<file path="src/cst_pkg.sv">
// ----------------------------------------------------------------------------
// cst_pkg
// Types, codes and constants shared by the countdown shutdown timer.
// ----------------------------------------------------------------------------
package cst_pkg;

    localparam int unsigned CFG_INDEX_W = 2;
    localparam int unsigned CFG_DATA_W  = 16;
    localparam int unsigned S_DATA_W    = 8;
    localparam int unsigned M_DATA_W    = 48;

    typedef enum logic [CFG_INDEX_W-1:0] {
        CFG_STORED_SECONDS = 2'd0,
        CFG_RECORD_START   = 2'd1,
        CFG_DEBUG_AT_START = 2'd2
    } cst_cfg_index_t;

    // chord codes: bit2 power, bit1 up, bit0 down
    localparam logic [2:0] KEY_NONE      = 3'b000;
    localparam logic [2:0] KEY_DOWN      = 3'b001;
    localparam logic [2:0] KEY_UP        = 3'b010;
    localparam logic [2:0] KEY_UP_DOWN   = 3'b011;
    localparam logic [2:0] KEY_POWER     = 3'b100;
    localparam logic [2:0] KEY_ALL       = 3'b111;

    localparam logic [11:0] DEFAULT_SECONDS = 12'd300;
    localparam logic [15:0] MIN_STORED      = 16'd5;
    localparam logic [15:0] LIMIT_SECONDS   = 16'd3600;
    localparam logic [7:0]  HEADER_BASE     = 8'h81;
    localparam logic [7:0]  HEADER_DEBUG    = 8'h02;
    localparam logic [9:0]  RECORD_STRIDE   = 10'd3;

    typedef struct packed {
        logic [11:0] preset;
        logic [11:0] remaining;
        logic [2:0]  chord;
        logic        dirty;
        logic        debug;
        logic        led;
        logic        shut;
        logic [8:0]  ptr;
    } cst_state_t;

    typedef struct packed {
        logic       second_tick;
        logic       power_key;
        logic       up_key;
        logic       down_key;
    } cst_keys_t;

    typedef struct packed {
        logic [7:0]  backup_header;
        logic [8:0]  backup_address;
        logic        backup_write;
        logic        debug_mode;
        logic [11:0] left_seconds;
        logic [11:0] preset_seconds;
        logic        led_on;
        logic        relay_on;
    } cst_result_t;

    function automatic logic [11:0] validated_seconds(input logic [15:0] s);
        logic [11:0] v;
        if (s < MIN_STORED || s > LIMIT_SECONDS) begin
            v = DEFAULT_SECONDS;
        end else begin
            v = s[11:0];
        end
        return v;
    endfunction

endpackage

</file>
<file path="src/countdown_shutdown_timer_core.sv">
// ----------------------------------------------------------------------------
// countdown_shutdown_timer_core
// Self-shutdown relay timer: one poll request in, one status result out.
//
// channel  dir  handshake              payload
// s_       in   s_tvalid / s_tready    s_tdata  poll keys and tick
// m_       out  m_tvalid / m_tready    m_tdata  relay, led, times, backup
// cfg_     in   cfg_valid / cfg_ready  cfg_index, cfg_data
//
// one request per cycle sustained while m_tready stays high; an accepted request
// passes the input register, then the state update into the result register
// aresetn is synchronous; state reloads from the register defaults
// s_tready drops only while both registers are full and m_tready is low
// configuration is always ready and reloads the derived state
// ----------------------------------------------------------------------------
module countdown_shutdown_timer_core
    import cst_pkg::*;
#(
    parameter int unsigned RECORD_AREA_END = 508,
    parameter int unsigned STEP_SECONDS    = 5,
    parameter int unsigned MAX_PRESET      = 3595
) (
    input  logic                   aclk,
    input  logic                   aresetn,
    input  logic                   s_tvalid,
    output logic                   s_tready,
    // second_tick, power_key, up_key, down_key, zero pad
    input  logic [S_DATA_W-1:0]    s_tdata,
    output logic                   m_tvalid,
    input  logic                   m_tready,
    // relay_on, led_on, preset_seconds, left_seconds, debug_mode,
    // backup_write, backup_address, backup_header, zero pad
    output logic [M_DATA_W-1:0]    m_tdata,
    input  logic                   cfg_valid,
    output logic                   cfg_ready,
    input  logic [CFG_INDEX_W-1:0] cfg_index,
    input  logic [CFG_DATA_W-1:0]  cfg_data
);

    logic        in_vld_reg;
    cst_keys_t   in_keys_reg;
    logic        out_vld_reg;
    cst_result_t out_res_reg;
    logic        out_free;
    logic        fire;
    cst_state_t  state_reg;
    cst_state_t  state_next;
    cst_result_t result;

    assign out_free  = ~out_vld_reg | m_tready;
    assign fire      = in_vld_reg & out_free;
    assign s_tready  = ~in_vld_reg | out_free;
    assign cfg_ready = 1'b1;

    always_ff @(posedge aclk) begin
        if (!aresetn) begin
            in_vld_reg <= 1'b0;
        end else if (s_tready) begin
            in_vld_reg <= s_tvalid;
        end
    end

    always_ff @(posedge aclk) begin
        if (s_tready && s_tvalid) begin
            in_keys_reg.second_tick <= s_tdata[0];
            in_keys_reg.power_key   <= s_tdata[1];
            in_keys_reg.up_key      <= s_tdata[2];
            in_keys_reg.down_key    <= s_tdata[3];
        end
    end

    cst_state u_state (
        .aclk       (aclk),
        .aresetn    (aresetn),
        .cfg_write  (cfg_valid & cfg_ready),
        .cfg_index  (cfg_index),
        .cfg_data   (cfg_data),
        .upd_en     (fire),
        .state_next (state_next),
        .state_reg  (state_reg)
    );

    cst_step #(
        .RECORD_AREA_END (RECORD_AREA_END),
        .STEP_SECONDS    (STEP_SECONDS),
        .MAX_PRESET      (MAX_PRESET)
    ) u_step (
        .keys       (in_keys_reg),
        .state_cur  (state_reg),
        .state_next (state_next),
        .result     (result)
    );

    always_ff @(posedge aclk) begin
        if (!aresetn) begin
            out_vld_reg <= 1'b0;
        end else if (out_free) begin
            out_vld_reg <= in_vld_reg;
        end
    end

    always_ff @(posedge aclk) begin
        if (fire) begin
            out_res_reg <= result;
        end
    end

    assign m_tvalid = out_vld_reg;
    assign m_tdata  = {3'b000, out_res_reg};

`ifndef SYNTHESIS
    a_write_only_at_shutdown: assert property (@(posedge aclk) disable iff (!aresetn)
        (m_tvalid && out_res_reg.backup_write) |-> !out_res_reg.relay_on)
        else $error("backup record without shutdown");

    a_shutdown_latched: assert property (@(posedge aclk) disable iff (!aresetn)
        state_reg.shut |=> state_reg.shut)
        else $error("shutdown released");

    a_stall_only_from_output: assert property (@(posedge aclk) disable iff (!aresetn)
        !s_tready |-> (in_vld_reg && m_tvalid && !m_tready))
        else $error("input stalled without output backpressure");

    a_result_follows_update: assert property (@(posedge aclk) disable iff (!aresetn)
        fire |=> m_tvalid)
        else $error("state updated without a result");
`endif

endmodule

</file>
<file path="src/cst_state.sv">
// ----------------------------------------------------------------------------
// cst_state
// Timer state registers with configuration reload.
// ----------------------------------------------------------------------------
module cst_state
    import cst_pkg::*;
(
    input  logic                   aclk,
    input  logic                   aresetn,
    input  logic                   cfg_write,
    input  logic [CFG_INDEX_W-1:0] cfg_index,
    input  logic [CFG_DATA_W-1:0]  cfg_data,
    input  logic                   upd_en,
    input  cst_state_t             state_next,
    output cst_state_t             state_reg
);

    always_ff @(posedge aclk) begin
        if (!aresetn) begin
            state_reg.preset    <= DEFAULT_SECONDS;
            state_reg.remaining <= DEFAULT_SECONDS;
            state_reg.chord     <= KEY_NONE;
            state_reg.dirty     <= 1'b0;
            state_reg.debug     <= 1'b0;
            state_reg.led       <= 1'b0;
            state_reg.shut      <= 1'b0;
            state_reg.ptr       <= '0;
        end else if (cfg_write) begin
            unique case (cfg_index)
                CFG_STORED_SECONDS: begin
                    state_reg.preset    <= validated_seconds(cfg_data);
                    state_reg.remaining <= validated_seconds(cfg_data);
                end
                CFG_RECORD_START: begin
                    state_reg.ptr <= cfg_data[8:0];
                end
                CFG_DEBUG_AT_START: begin
                    state_reg.debug <= cfg_data[0];
                end
                default: begin
                end
            endcase
        end else if (upd_en) begin
            state_reg <= state_next;
        end
    end

endmodule

</file>
<file path="src/cst_step.sv">
// ----------------------------------------------------------------------------
// cst_step
// One poll: tick, chord handling, zero check and backup record.
// ----------------------------------------------------------------------------
module cst_step
    import cst_pkg::*;
#(
    parameter int unsigned RECORD_AREA_END = 508,
    parameter int unsigned STEP_SECONDS    = 5,
    parameter int unsigned MAX_PRESET      = 3595
) (
    input  cst_keys_t   keys,
    input  cst_state_t  state_cur,
    output cst_state_t  state_next,
    output cst_result_t result
);

    localparam logic [12:0] STEP13     = 13'(STEP_SECONDS);
    localparam logic [12:0] TWO_STEP13 = 13'(2 * STEP_SECONDS);
    localparam logic [12:0] MAX13      = 13'(MAX_PRESET);
    localparam logic [12:0] SAT13      = 13'd4095;
    localparam logic [9:0]  AREA_END10 = 10'(RECORD_AREA_END);

    always_comb begin
        cst_state_t  st;
        logic [2:0]  pressed;
        logic [2:0]  code;
        logic [12:0] psum;
        logic [12:0] rsum;
        logic [9:0]  asum;
        logic        stop;
        logic        wr;
        logic [8:0]  addr;
        logic [7:0]  header;

        st      = state_cur;
        pressed = {keys.power_key, keys.up_key, keys.down_key};
        code    = KEY_NONE;
        stop    = 1'b0;
        wr      = 1'b0;
        addr    = '0;
        header  = '0;
        psum    = {1'b0, state_cur.preset} + STEP13;
        rsum    = '0;
        asum    = {1'b0, state_cur.ptr} + RECORD_STRIDE;

        if (!state_cur.shut) begin
            if (keys.second_tick) begin
                if (st.remaining != '0) begin
                    st.remaining = st.remaining - 12'd1;
                end
                st.led = ~st.led;
            end

            if (pressed != KEY_NONE) begin
                st.chord = st.chord | pressed;
            end else begin
                code     = st.chord;
                st.chord = KEY_NONE;
            end

            rsum = {1'b0, st.remaining} + STEP13;

            unique case (code)
                KEY_DOWN: begin
                    if ({1'b0, st.preset} >= TWO_STEP13) begin
                        st.preset = 12'({1'b0, st.preset} - STEP13);
                    end
                    if ({1'b0, st.remaining} > STEP13) begin
                        st.remaining = 12'({1'b0, st.remaining} - STEP13);
                    end else begin
                        st.remaining = '0;
                    end
                    st.dirty = 1'b1;
                end
                KEY_UP: begin
                    if (psum > MAX13) begin
                        st.preset = MAX13[11:0];
                    end else begin
                        st.preset    = (psum > SAT13) ? SAT13[11:0] : psum[11:0];
                        st.remaining = (rsum > SAT13) ? SAT13[11:0] : rsum[11:0];
                    end
                    st.dirty = 1'b1;
                end
                KEY_UP_DOWN: begin
                    st.preset    = DEFAULT_SECONDS;
                    st.remaining = DEFAULT_SECONDS;
                    st.dirty     = 1'b1;
                end
                KEY_POWER: begin
                    stop = 1'b1;
                end
                KEY_ALL: begin
                    st.debug = ~st.debug;
                    st.dirty = 1'b1;
                end
                default: begin
                end
            endcase

            if (st.remaining == '0) begin
                stop = 1'b1;
            end

            if (stop) begin
                st.shut = 1'b1;
                if (st.dirty) begin
                    addr   = (asum >= AREA_END10) ? 9'd0 : asum[8:0];
                    st.ptr = addr;
                    header = HEADER_BASE | (st.debug ? HEADER_DEBUG : 8'h00);
                    wr     = 1'b1;
                end
            end
        end

        state_next             = st;
        result.relay_on        = ~st.shut;
        result.led_on          = st.shut | st.led;
        result.preset_seconds  = st.preset;
        result.left_seconds    = st.remaining;
        result.debug_mode      = st.debug;
        result.backup_write    = wr;
        result.backup_address  = addr;
        result.backup_header   = header;
    end

endmodule

</file>
<file path="config.mk">
export PLATFORM = sky130hd
export DESIGN_NAME = countdown_shutdown_timer_core
export DESIGN_NICKNAME = d
export VERILOG_FILES = /design/src/cst_pkg.sv /design/src/countdown_shutdown_timer_core.sv /design/src/cst_state.sv /design/src/cst_step.sv
export SDC_FILE = /design/constraint.sdc
export NUM_CORES = 1
export LEC_CHECK = 0
export BUFFER_PORTS_ARGS = -buffer_cell sky130_fd_sc_hd__buf_4
export CORE_AREA = 2 2 135 137
export CTS_CLUSTER_SIZE = 24
export DETAILED_ROUTE_END_ITERATION = 8
export DIE_AREA = 0 0 137 139
export SETUP_SLACK_MARGIN = 0.3
export SYNTH_ARGS = -nofsm -noshare
export SYNTH_HDL_FRONTEND = slang
export SYNTH_SLANG_ARGS = --single-unit
</file>
<file path="constraint.sdc">
create_clock -name aclk -period 8.3 [get_ports aclk]
set_input_delay 0.83 -clock aclk [delete_from_list [all_inputs] [get_ports aclk]]
set_output_delay 0.83 -clock aclk [all_outputs]
set_load 0.02 [all_outputs]
</file>
==> flow_metrics.tcl <==
set metrics [dict create \
    synthCells 786 \
    ys_warn_count 0 \
    ctsHtreeMaxLevel 3 \
    postRouteAntennaNets 0 \
    cp_num_buf_inv 2 \
    status "finished, final reports clean" \
    drtIter0Drc 637 \
    cts_hold_buf 0 \
    r2r_cells 17 \
    io_pins 82 \
    slew_headroom_pct 21.38 \
    die_x_um 137 \
    layout-drive-gt1-share_pct 15.63 \
    fp.dieH_um 139 \
    rsz0062_at_grt "false" \
    ir_drop_mv 0.1058 \
    avgSynthCellArea_um2 8.099 \
    cap_violations 0 \
    postLayoutCoreUtil_pct 40.83 \
    grt_pass1_vias 5904 \
    register_area_mm2 0.002102 \
    hold_class "flop to flop" \
    setup-violations-final 0 \
    clock.fmax_ghz 0.1463 \
    cts-root-buf "clkbuf_16" \
    grt-ovfl-total 0 \
    crit_required_ns 8.48 \
    fin_nets 854 \
    core_mm2 0.01766 \
    synth_ff_type "edfxtp_1" \
    worstPathCellList "inv_1, ha_1, nor4b_1, nand3_1, nand2_1, xnor2_1, ha_1, inv_1, a221oi_1, and4_1, a311oi_1, a311o_1, nor4b_1, nand2_1, o31ai_2, nand3b_1, nor3b_1" \
    grt_usage_pct 22.63 \
    yosysMostFrequentCell "nand2_1" \
    area_growth_pct 13.25 \
    placed_area_mm2 0.006938 \
    multi_input_area_mm2 0.003934 \
    finalHoldViolations 0 \
    synth.cells.most_frequent "88 x nand2_1, 62 x nor2_1, 57 x a21oi_1, 49 x o21ai_0, 44 x clkbuf_1" \
    yosys.area.top_type "edfxtp_1" \
    cp-start-kind "flop" \
    clockBufferDepth 2 \
    worst_pin_slew_ns 1.178 \
    synth_edf_count 42 \
    crit_fanout 12 \
    ys_top_cells_by_area "edfxtp_1 20%, dfxtp_1 13%, nand2_1 5.2%" \
    synth.top_cell.area_share_pct 19.81 \
    fin_crit_ns 6.836 \
    routed_wl_um 21240 \
    vias 6396 \
    initial_core_util_pct 36.05 \
    cp.arrival_ns 7.02 \
    syn_area_mm2 0.006366 \
    fin_skew_ns 0.01012 \
    crit_path_end_kind "flop" \
    period_share_pct 82.36 \
    design_area_mm2 0.007209 \
    die_area_mm2 0.01904 \
    pwr_density_cell_mw_per_mm2 142.6 \
    crit_type "flop to flop" \
    antenna_found_initial 0 \
    antenna_cells 0 \
    final_max_slew_viol_count 0 \
    hold_depth 2 \
    post_cts_buffers 0 \
    drc 0 \
    crit_slowest_cell "a221oi_1" \
    via_per_inst 6.103 \
    clk_latency_ns 0.35 \
    grt_pass1_wl_um 33620 \
    grt_max_degree 39 \
    cts_tree "built" \
    cts.sinks 84 \
    dp_hpwl_um 15610 \
    async_flop_share_pct 0 \
    path_clk_slew_ns 0.07 \
    p_leak_nw 2.480 \
    setup_tns_ns 0 \
    yosysSeqAreaShare_pct 33.02 \
    max_stage_delay_ns 0.79 \
    routabilityCongestion 0.9548 \
    synth_cell_types 90 \
    largest_reg_flops 40 \
    rows 49 \
    io_buffer_count 68 \
    crit_cells 17 \
    fill_cells 1811 \
    wl_per_cell_um 20.26 \
    cts_resized 0 \
    firstDrtPassIters 7 \
    cts_buffers 9 \
    cpLargestDelayFamily "simple AND/OR/NAND/NOR gates" \
    synth-seq-cells 84 \
]
-- worst paths after layout --
kind	from	end	slack [ns]
max	u_state.state_reg[16]	m_tdata[34]	1.46
min	u_state.state_reg[12]	u_state.state_reg[12]	0.48
max reg2reg	u_state.state_reg[16]	m_tdata[34]	1.46
min reg2reg	u_state.state_reg[12]	u_state.state_reg[12]	0.48
-- cell families after synthesis --
| family | after synthesis | share of synthesized area (%) |
|---|---|---|
| AND/OR/NAND/NOR | 318 | 26.06 |
| multiplexers | 20 | 3.400 |
| XOR/XNOR | 34 | 4.678 |
| AO/OA/AOI/OAI | 238 | 25.31 |
| buffers and inverters | 81 | 5.641 |
| other | 2 | 0.1180 |
| adder cells (fa/ha/maj) | 9 | 1.769 |
| flip-flops | 84 | 33.02 |
-- report_power, final --
part | internal, mW | switching, mW | total, mW
Combinational | 0.0646 | 0.112 | 0.177
Sequential | 0.452 | 0.0209 | 0.472
Clock | 0.204 | 0.175 | 0.379
Total | 0.720 | 0.308 | 1.03
-- worst register-to-register path: stages, from the launching register on --
cell      delay (ns)
dfxtp_1         0.45
inv_1           0.14
ha_1            0.42
nor4b_1         0.49
nand3_1         0.35
nand2_1         0.21
xnor2_1         0.29
ha_1            0.34
inv_1           0.11
a221oi_1        0.79
and4_1          0.40
a311oi_1        0.14
a311o_1         0.33
nor4b_1         0.62
nand2_1         0.25
o31ai_2         0.53
nand3b_1        0.48
nor3b_1         0.32
-- metal layers --
metal | wire length [um] | track usage [%]
met1 | 9414 | 31.80
met2 | 9612 | 34.09
met3 | 1621 | 4.642
met4 | 586 | 8.356
met5 | 0 | 0
-- cells in the final DEF, fill, tap and decap left out, types with 10 or more instances in the layout --
cell type  instances
xnor2_1           19
nor4_1            15
xor2_1            15
buf_4             73
nand3_1           40
a21oi_1           57
inv_1             16
nor2_1            61
o31ai_1           10
nand4_1           13
dfxtp_1           42
mux2_2            13
a31oi_1           26
nand2_1           88
o21ai_0           49
edfxtp_1          42
nor3_1            22
-- layout make-up --
cell class	instances	area share (%)
timing repair buffer	73	7.602
inverter	18	0.9372
tap	229	3.974
clock inverter	5	0.5380
clock buffer	11	3.228
sequential	84	29.16
multi-input combinational	628	54.56
-- through the flow --
stage / hold slack (ns) / instances / worst slack, ns / total power [mW]
2_1_floorplan: 0.4335 / 793 / 3.195 / 0.5963
3_3_place_gp: 0.4441 / 1032 / 1.610 / 0.6537
3_5_place_dp: 0.4633 / 1032 / 1.580 / 0.6539
4_1_cts: 0.4770 / 1048 / 1.536 / 1.031
5_1_grt: 0.5130 / 1048 / 0.8685 / 1.066
6_report: 0.4778 / 1048 / 1.464 / 1.028
Power figures use the tool's default switching activity.
